$ cat src/bee_pkg.sv
`timescale 1ns / 1ps
package bee_pkg;
	localparam int MAX_POINTS = 16;
	localparam logic OP_WRITE = 1'b0;
	localparam logic OP_EVAL  = 1'b1;
	localparam logic [1:0] REG_START   = 2'd0;
	localparam logic [1:0] REG_END     = 2'd1;
	localparam logic [1:0] REG_TENSION = 2'd2;
	localparam logic [1:0] REG_COUNT   = 2'd3;

	// roots 2^(2^-(i+1)) in Q.16
	function automatic logic [16:0] root_q16(input logic [3:0] i);
		logic [16:0] r;
		begin
			case (i)
				4'd0: r = 17'd92682;
				4'd1: r = 17'd77936;
				4'd2: r = 17'd71468;
				4'd3: r = 17'd68438;
				4'd4: r = 17'd66971;
				4'd5: r = 17'd66250;
				4'd6: r = 17'd65892;
				4'd7: r = 17'd65714;
				4'd8: r = 17'd65625;
				4'd9: r = 17'd65580;
				4'd10: r = 17'd65558;
				4'd11: r = 17'd65547;
				4'd12: r = 17'd65542;
				4'd13: r = 17'd65539;
				4'd14: r = 17'd65537;
				default: r = 17'd65537;
			endcase
			return r;
		end
	endfunction
endpackage

$ cat src/breakpoint_envelope_evaluator_top.sv
`timescale 1ns / 1ps
// Breakpoint envelope evaluator. A write item (opcode 0) stores one point in
// the point memory and gives no result. An evaluate item (opcode 1) gives
// one level on the level port, marked by valid for one cycle; the receiver
// must take it then. Evaluation runs as a sequencer around the point memory:
// it primes the read, compares the points one by one and leaves the scan;
// then restoring division (cut short with a zero fraction when the span is
// 6 or less); a shaping step; with tension active a setup step, normalizing
// shifts, squarings, a multiply, an exponent step, root multiplies and a
// fix-up step; and an interpolation step. busy is high for the whole
// evaluation, and the level appears with valid in the cycle that busy falls.
// The point memory has no reset; points must be written before they are used.
module breakpoint_envelope_evaluator_top (
	input  logic               clk,
	input  logic               arst_n,
	input  logic               start,
	output logic               busy,
	input  logic               opcode,
	input  logic [3:0]         point_index,
	input  logic [15:0]        point_pos,
	input  logic signed [15:0] point_level,
	input  logic [16:0]        phase,
	output logic               valid,
	output logic signed [15:0] level,
	input  logic               psel,
	input  logic               penable,
	input  logic               pwrite,
	input  logic [3:0]         paddr,
	input  logic [31:0]        pwdata,
	output logic [31:0]        prdata,
	output logic               pready
);
	localparam int MAX_POINTS = bee_pkg::MAX_POINTS;
	localparam int AW = (MAX_POINTS > 1) ? $clog2(MAX_POINTS) : 1;
	localparam int CW = $clog2(MAX_POINTS + 1);

	typedef enum logic [3:0] {
		ST_IDLE, ST_SCAN, ST_DIV, ST_SHAPE, ST_NORM, ST_SQ, ST_MULK, ST_EXP,
		ST_FINAL, ST_INTERP, ST_OUT
	} state_t;

	// configuration
	logic signed [15:0] start_q, end_q, tension_q;
	logic [4:0]         count_q;
	logic               wr_cfg;
	assign pready = 1'b1;
	assign wr_cfg = psel & penable & pwrite;
	always_ff @(posedge clk or negedge arst_n) begin
		if (!arst_n) begin
			start_q <= '0;
			end_q <= '0;
			tension_q <= '0;
			count_q <= '0;
		end else if (wr_cfg) begin
			case (paddr[3:2])
				bee_pkg::REG_START:   start_q <= pwdata[15:0];
				bee_pkg::REG_END:     end_q <= pwdata[15:0];
				bee_pkg::REG_TENSION: tension_q <= pwdata[15:0];
				bee_pkg::REG_COUNT:   count_q <= pwdata[4:0];
				default: ;
			endcase
		end
	end
	always_comb begin
		case (paddr[3:2])
			bee_pkg::REG_START:   prdata = {{16{start_q[15]}}, start_q};
			bee_pkg::REG_END:     prdata = {{16{end_q[15]}}, end_q};
			bee_pkg::REG_TENSION: prdata = {{16{tension_q[15]}}, tension_q};
			bee_pkg::REG_COUNT:   prdata = {27'd0, count_q};
			default:              prdata = '0;
		endcase
	end

	// point memory: position and level in one word
	logic [31:0]   mem [MAX_POINTS];
	logic [31:0]   rd_q;
	logic [AW-1:0] rd_addr;
	logic          wr_pt;
	logic [AW:0]   wr_idx;
	assign wr_idx = {1'b0, point_index[AW-1:0]};
	assign wr_pt  = start & ~busy & (opcode == bee_pkg::OP_WRITE)
		& ({1'b0, point_index} < 5'(MAX_POINTS)) & (5'(wr_idx) == {1'b0, point_index});
	always_ff @(posedge clk) begin
		if (wr_pt) mem[point_index[AW-1:0]] <= {point_pos, point_level};
		rd_q <= mem[rd_addr];
	end

	state_t             st_q;
	logic [CW-1:0]      cnt_q;
	logic [CW:0]        ridx_q;   // read issue index
	logic [CW:0]        sidx_q;   // compare index
	logic [16:0]        t_q;
	logic [16:0]        ppos_q, npos_q;
	logic signed [15:0] plvl_q, nlvl_q;
	logic               found_q;
	logic [33:0]        rem_q;
	logic [16:0]        quo_q, div_q;
	logic [4:0]         step_q;
	logic [16:0]        x_q;      // fraction / pow argument / result
	logic [17:0]        m_q;
	logic [4:0]         s_q;
	logic [15:0]        f_q;
	logic [17:0]        k_q;
	logic [37:0]        y_q;
	logic [16:0]        acc_q;
	logic [15:0]        g2_q;
	logic               neg_q;
	logic signed [47:0] prod_q;

	assign busy = (st_q != ST_IDLE);
	assign rd_addr = ridx_q[AW-1:0];

	logic [15:0]        mag;
	logic [4:0]         cnt_c;
	logic [35:0]        sq;
	logic [33:0]        am;
	logic [16:0]        rpos;
	logic signed [17:0] rspan;
	logic signed [17:0] dl;
	logic signed [31:0] rsum;
	always_comb begin
		mag   = tension_q[15] ? 16'(-tension_q) : tension_q;
		cnt_c = (count_q > 5'(MAX_POINTS)) ? 5'(MAX_POINTS) : count_q;
		sq    = 36'(m_q) * 36'(m_q);
		am    = 34'(acc_q) * 34'(bee_pkg::root_q16(4'(step_q))) + 34'd32768;
		rpos  = {1'b0, rd_q[31:16]};
		rspan = $signed({1'b0, npos_q}) - $signed({1'b0, ppos_q});
		dl    = 18'(nlvl_q) - 18'(plvl_q);
		rsum  = 32'(plvl_q) + 32'(prod_q >>> 16);
	end

	always_ff @(posedge clk or negedge arst_n) begin
		if (!arst_n) begin
			st_q <= ST_IDLE;
			valid <= 1'b0;
		end else begin
			valid <= 1'b0;
			case (st_q)
				ST_IDLE: begin
					if (start && opcode == bee_pkg::OP_EVAL) begin
						t_q <= (phase > 17'd65536) ? 17'd65536 : phase;
						cnt_q <= CW'(cnt_c);
						ridx_q <= '0;
						sidx_q <= '0;
						ppos_q <= '0;
						plvl_q <= start_q;
						npos_q <= 17'd65536;
						nlvl_q <= end_q;
						found_q <= 1'b0;
						st_q <= ST_SCAN;
					end
				end
				// read ahead one entry, compare the one that arrives
				ST_SCAN: begin
					if (ridx_q < (CW+1)'(MAX_POINTS - 1) || (ridx_q == '0 && sidx_q == '0))
						ridx_q <= ridx_q + 1'b1;
					if (ridx_q != '0 || sidx_q != '0) begin
						if (sidx_q >= (CW+1)'(cnt_q) || found_q) begin
							st_q <= ST_DIV;
							step_q <= '0;
							div_q <= 17'(rspan);
							rem_q <= '0;
							quo_q <= t_q - ppos_q;
						end else begin
							sidx_q <= sidx_q + 1'b1;
							if (t_q <= rpos) begin
								npos_q <= rpos;
								nlvl_q <= rd_q[15:0];
								found_q <= 1'b1;
							end else begin
								ppos_q <= rpos;
								plvl_q <= rd_q[15:0];
							end
						end
					end
				end
				// restoring division of (t-prev)<<16 by span, one bit per cycle
				ST_DIV: begin
					if (rspan <= 18'sd6) begin
						x_q <= '0;
						st_q <= ST_SHAPE;
					end else if (step_q == 5'd17) begin
						st_q <= ST_SHAPE;
						x_q <= (quo_q > 17'd65536) ? 17'd65536 : quo_q;
					end else begin
						// first step gives the integer bit, then zeros shift in
						if (step_q == 5'd0) begin
							if (34'(quo_q) >= 34'(div_q)) begin
								rem_q <= 34'(quo_q) - 34'(div_q);
								quo_q <= 17'd1;
							end else begin
								rem_q <= 34'(quo_q);
								quo_q <= '0;
							end
							step_q <= 5'd1;
						end else begin
							step_q <= step_q + 1'b1;
							if ({rem_q[32:0], 1'b0} >= 34'(div_q)) begin
								rem_q <= {rem_q[32:0], 1'b0} - 34'(div_q);
								quo_q <= {quo_q[15:0], 1'b1};
							end else begin
								rem_q <= {rem_q[32:0], 1'b0};
								quo_q <= {quo_q[15:0], 1'b0};
							end
						end
					end
				end
				ST_SHAPE: begin
					if (mag < 16'd17) st_q <= ST_INTERP;
					else begin
						k_q <= 18'd16384 + 18'(mag) * 18'd5;
						neg_q <= tension_q[15];
						if (tension_q[15]) x_q <= 17'd65536 - x_q;
						st_q <= ST_NORM;
						s_q <= '0;
					end
				end
				ST_NORM: begin
					if (x_q == '0) begin
						st_q <= ST_FINAL;
					end else if (x_q[16]) begin
						st_q <= ST_FINAL;
					end else begin
						m_q <= 18'(x_q);
						s_q <= '0;
						step_q <= '0;
						f_q <= '0;
						st_q <= ST_SQ;
					end
				end
				// normalize one bit per cycle, then sixteen squarings
				ST_SQ: begin
					if (!m_q[16]) begin
						m_q <= m_q << 1;
						s_q <= s_q + 1'b1;
					end else if (step_q == 5'd16) begin
						st_q <= ST_MULK;
					end else begin
						step_q <= step_q + 1'b1;
						if (sq[33]) begin
							m_q <= sq[34:17];
							f_q <= {f_q[14:0], 1'b1};
						end else begin
							m_q <= sq[33:16];
							f_q <= {f_q[14:0], 1'b0};
						end
					end
				end
				ST_MULK: begin
					y_q <= (38'(k_q) * 38'(({16'd0, s_q, 16'd0} >> 0) - 37'(f_q))) >> 14;
					acc_q <= 17'd65536;
					step_q <= '0;
					st_q <= ST_EXP;
				end
				ST_EXP: begin
					g2_q <= 16'(17'd65536 - {1'b0, y_q[15:0]});
					if (y_q[15:0] == 16'd0) begin
						x_q <= (y_q[37:16] > 22'd16) ? 17'd0 : (17'd65536 >> y_q[20:16]);
						st_q <= ST_FINAL;
					end else if (y_q[37:16] > 22'd15) begin
						x_q <= '0;
						st_q <= ST_FINAL;
					end else begin
						st_q <= ST_OUT;
					end
				end
				// one fraction bit per cycle, a root multiply for each set bit
				ST_OUT: begin
					if (step_q == 5'd16) begin
						x_q <= acc_q >> (y_q[20:16] + 5'd1);
						st_q <= ST_FINAL;
					end else begin
						if (g2_q[15 - step_q[3:0]]) acc_q <= am[32:16];
						step_q <= step_q + 1'b1;
					end
				end
				ST_FINAL: begin
					if (neg_q) x_q <= 17'd65536 - x_q;
					st_q <= ST_INTERP;
				end
				ST_INTERP: begin
					prod_q <= 48'(dl) * $signed({31'd0, x_q}) + 48'sd32768;
					st_q <= ST_IDLE;
					valid <= 1'b1;
				end
				default: st_q <= ST_IDLE;
			endcase
		end
	end

	always_comb begin
		if (rsum > 32'sd32767) level = 16'sh7fff;
		else if (rsum < -32'sd32768) level = 16'sh8000;
		else level = rsum[15:0];
	end
endmodule

$ cat config.mk
export PLATFORM = sky130hd
export DESIGN_NAME = breakpoint_envelope_evaluator_top
export DESIGN_NICKNAME = d
export VERILOG_FILES = /design/src/bee_pkg.sv /design/src/breakpoint_envelope_evaluator_top.sv
export SDC_FILE = /design/constraint.sdc
export NUM_CORES = 2
export LEC_CHECK = 0
export BUFFER_PORTS_ARGS = -buffer_cell sky130_fd_sc_hd__buf_2
export CORE_UTILIZATION = 50
export CTS_CLUSTER_DIAMETER = 100
export DETAILED_ROUTE_END_ITERATION = 12
export PLACE_DENSITY = 0.65
export REMOVE_ABC_BUFFERS = 1
export SLEW_MARGIN = 40
export SYNTH_ARGS = -nofsm -noshare
export SYNTH_HDL_FRONTEND = slang
export SYNTH_SLANG_ARGS = --single-unit
$ cat constraint.sdc
create_clock -name clk -period 22 [get_ports clk]
set_input_delay 0 -clock clk [delete_from_list [all_inputs] [get_ports clk]]
set_output_delay 0 -clock clk [all_outputs]
set_load 0.005 [all_outputs]
==> flow_summary.ini <==
[setup_path]
cpPeakStageDelay_ns = 0.75
r2r_slack_ns = 12.18
cp.required_ns = 22.50
critPathLaunchType = flip-flop
cp_common_cell = fa_1
crit_type = reg -> reg
cp-end-kind = flip-flop
critical_path.slowest_cell = o311a_1
arrival_ns = 10.31
path_max_fanout = 35

[synthesis]
syn_avg_cell_area_um2 = 11.0
yosys_register_bits = 941
synthTopCellsByArea = edfxtp_1, fa_1, ha_1
yosys_most_used_dff = edfxtp_1
synth-edff-count = 836
synthCells = 7789
synth_top_cell_area_share = 0.293
synth.distinct_cells = 104
yosysTopAreaCell = edfxtp_1
yosysSeqAreaShare = 0.321
syn-cell-area_um2 = 85600
async_flop_share = 0.0616
yosys_warnings = 0

[global_routing]
antenna_found_initial = 10
grt_pass1_wl_um = 340000
grt_pass1_vias = 60300
grt_overflow = 0
grt_usage = 0.254
grt_max_degree = 76

[place]
port_buffers = 127
post-dp-hpwl_um = 157000
routabilityCongestion = 0.886

[final_layout]
syn_to_final_growth_pct = 9.49
multi_input_comb_area_um2 = 51700
nets = 9685
drive_gt1_frac = 0.0963
nFillCells = 14300
ff_latch_area_um2 = 27500

[detailed_routing]
num_vias = 57100
wirelength_um = 214000
drtIter0Drc = 3984
wl_per_cell_um = 20.9
route.detailed.drc = 0
drt_pass1_iterations = 6
drtAntennaViolNets = 0
viasPerCell = 5.58

[floorplanning]
rows = 151
io-pin-count = 147
die_y_um = 416
die_x_um = 416
core_um2 = 170000
start_util = 0.504
die_area_um2 = 173000

[timing]
hold_violations = 0
worstMarginPinSlew_ns = 0.913
finalSetupTns_ns = 0
clock_skew_ns = 0.100
fmax_ghz = 0.102
maxSlewViolCount = 0
slew_headroom = 0.391
rsz0062_at_grt = no
setup_violations = 0
layout_min_cycle_time_ns = 9.82
fin_crit_sh = 0.446

[clock_tree]
ctsResizeCount = 0
path_clk_slew_ns = 0.06
cts_buffer_depth = 3
cts_buffers = 102
h-tree-depth = 3
cts_root_buf = clkbuf_16
post_cts_buffers = 0
cts_sinks = 941
clk_latency_ns = 0.79
cts_tree = built

[worst_hold_path]
hold_class = in -> reg

[status]
status = complete, no violations

[run]
maxCapViolCount = 0
==> through the flow <==
step | cells | worst slack, ns | instance area, um2 | util | hold slack (ns)
3_5_place_dp | 9925 | 12.17 | 89100 | 0.525 | -0.0688
6_report | 10200 | 12.18 | 93700 | 0.552 | 0.0296
4_1_cts | 10200 | 12.09 | 93600 | 0.552 | 0.000514
3_3_place_gp | 9910 | 12.42 | 88800 | 0.523 | -0.0687
5_1_grt | 10200 | 11.63 | 93700 | 0.552 | 0.0128
2_1_floorplan | 7446 | 12.59 | 84200 | - | -0.296
==> placed cells by master (no fill, tap or decap), types with 39 or more instances in the layout <==
cell,instances
mux2_2,58
dfrtp_1,57
mux4_2,172
inv_1,1409
xor2_1,80
and2_1,425
nand4_1,39
nand3_1,84
and3_1,64
ha_1,645
nor2_1,265
o21ai_0,159
nand2b_1,43
fa_1,1030
nor3_1,88
mux2i_1,53
clkbuf_16,102
nand2_1,855
buf_4,116
nor2b_1,82
a21oi_1,162
edfxtp_1,836
dlygate4sd3_1,93
xnor2_1,169
a21o_1,60
dfxtp_1,47
buf_2,127
==> cell usage after synthesis (all sizes together), types with 9 or more instances <==
cell        n
o21a       32
mux2i      53
edfxtp    836
and4       11
xor2       81
nand2     857
a2111oi     9
fa       1030
a211oi     30
or2        23
xnor2     169
dfxtp      47
nor3       99
o31ai      21
a31oi      30
o311ai     20
a21o       60
and2      425
nand3      86
nand2b     43
or4        17
mux4      172
o21bai     17
or3        29
ha        646
nor2b      82
a221o      16
nor4       40
mux2       60
inv      1411
nand3b     26
clkbuf    298
o21ai     165
a21oi     164
buf        45
nor3b      12
dfrtp      58
and3       64
nand4      39
nor2      288
o22ai      26
o211ai     24
a21boi     22
==> final timing paths <==
check	end	startpoint	cells after the start
max	prod_q[34]$_DFFE_PP_	plvl_q[1]$_DFFE_PP_	34
max in group asynchronous	st_q[0]$_DFFE_PN0P_	arst_n	3
min reg2reg	g2_q[0]$_DFFE_PP_	y_q[0]$_DFFE_PP_	0
min in group asynchronous	start_q[7]$_DFFE_PN0P_	arst_n	3
max reg2reg	prod_q[34]$_DFFE_PP_	plvl_q[1]$_DFFE_PP_	34
min	st_q[1]$_DFFE_PN0P_	opcode	6
==> what timing repair did <==
item / in CTS / in global routing
endpoints found under the hold margin: 705 / 0
setup endpoints to repair: 0 / 0
hold buffers: 93 / 0
==> sequential cells by signal, summed over array words and instances, names as in the netlist, 17 cells and up, named ones only <==
| name | cells |
|---|---|
| y_q | 24 |
| x_q | 17 |
| mem | 512 |
| npos_q | 17 |
| prod_q | 20 |
| acc_q | 17 |
| rem_q | 33 |
| div_q | 17 |
| m_q | 18 |
| t_q | 17 |
| quo_q | 17 |
| rd_q | 32 |
| k_q | 18 |
==> layer usage <==
layer,wire length [um],GRT usage,share of wire
met1,86800,0.325,0.41
met2,105000,0.429,0.49
met3,12300,0.0365,0.057
met4,10200,0.110,0.047
met5,7,0,0.000033
==> worst max-delay path, delay by kind of cell (launching register included) <==
family                     cells  cell delay [ns]
AOI/OAI and AO/OA             16             4.39
xor gates and xnor gates       1             0.14
adders and majority gates      8             3.54
buffers and inverters          5             0.58
DFF                            1             0.49
and+or+nand+nor                4             0.39
==> final cells by class <==
type,instances,area share
Antenna cell,5,0.000134
Tap cell,2218,0.0296
Sequential cell,941,0.293
Clock buffer,120,0.0287
Timing Repair Buffer,363,0.0297
Multi-Input combinational cell,5092,0.552
Clock inverter,74,0.00973
Inverter,1413,0.0566
==> kinds of logic after synthesis <==
kind of cell | synth area share
simple gates | 0.124
buf+inv | 0.0781
fa+ha+maj | 0.335
flops | 0.321
compound gates | 0.0564
mux | 0.0594
xor+xnor | 0.0256
other cells | 0.0000438
Power is left out: the tool's default activity adds up to more than one toggle a clock period on the data nets, which glitch-free logic cannot reach.
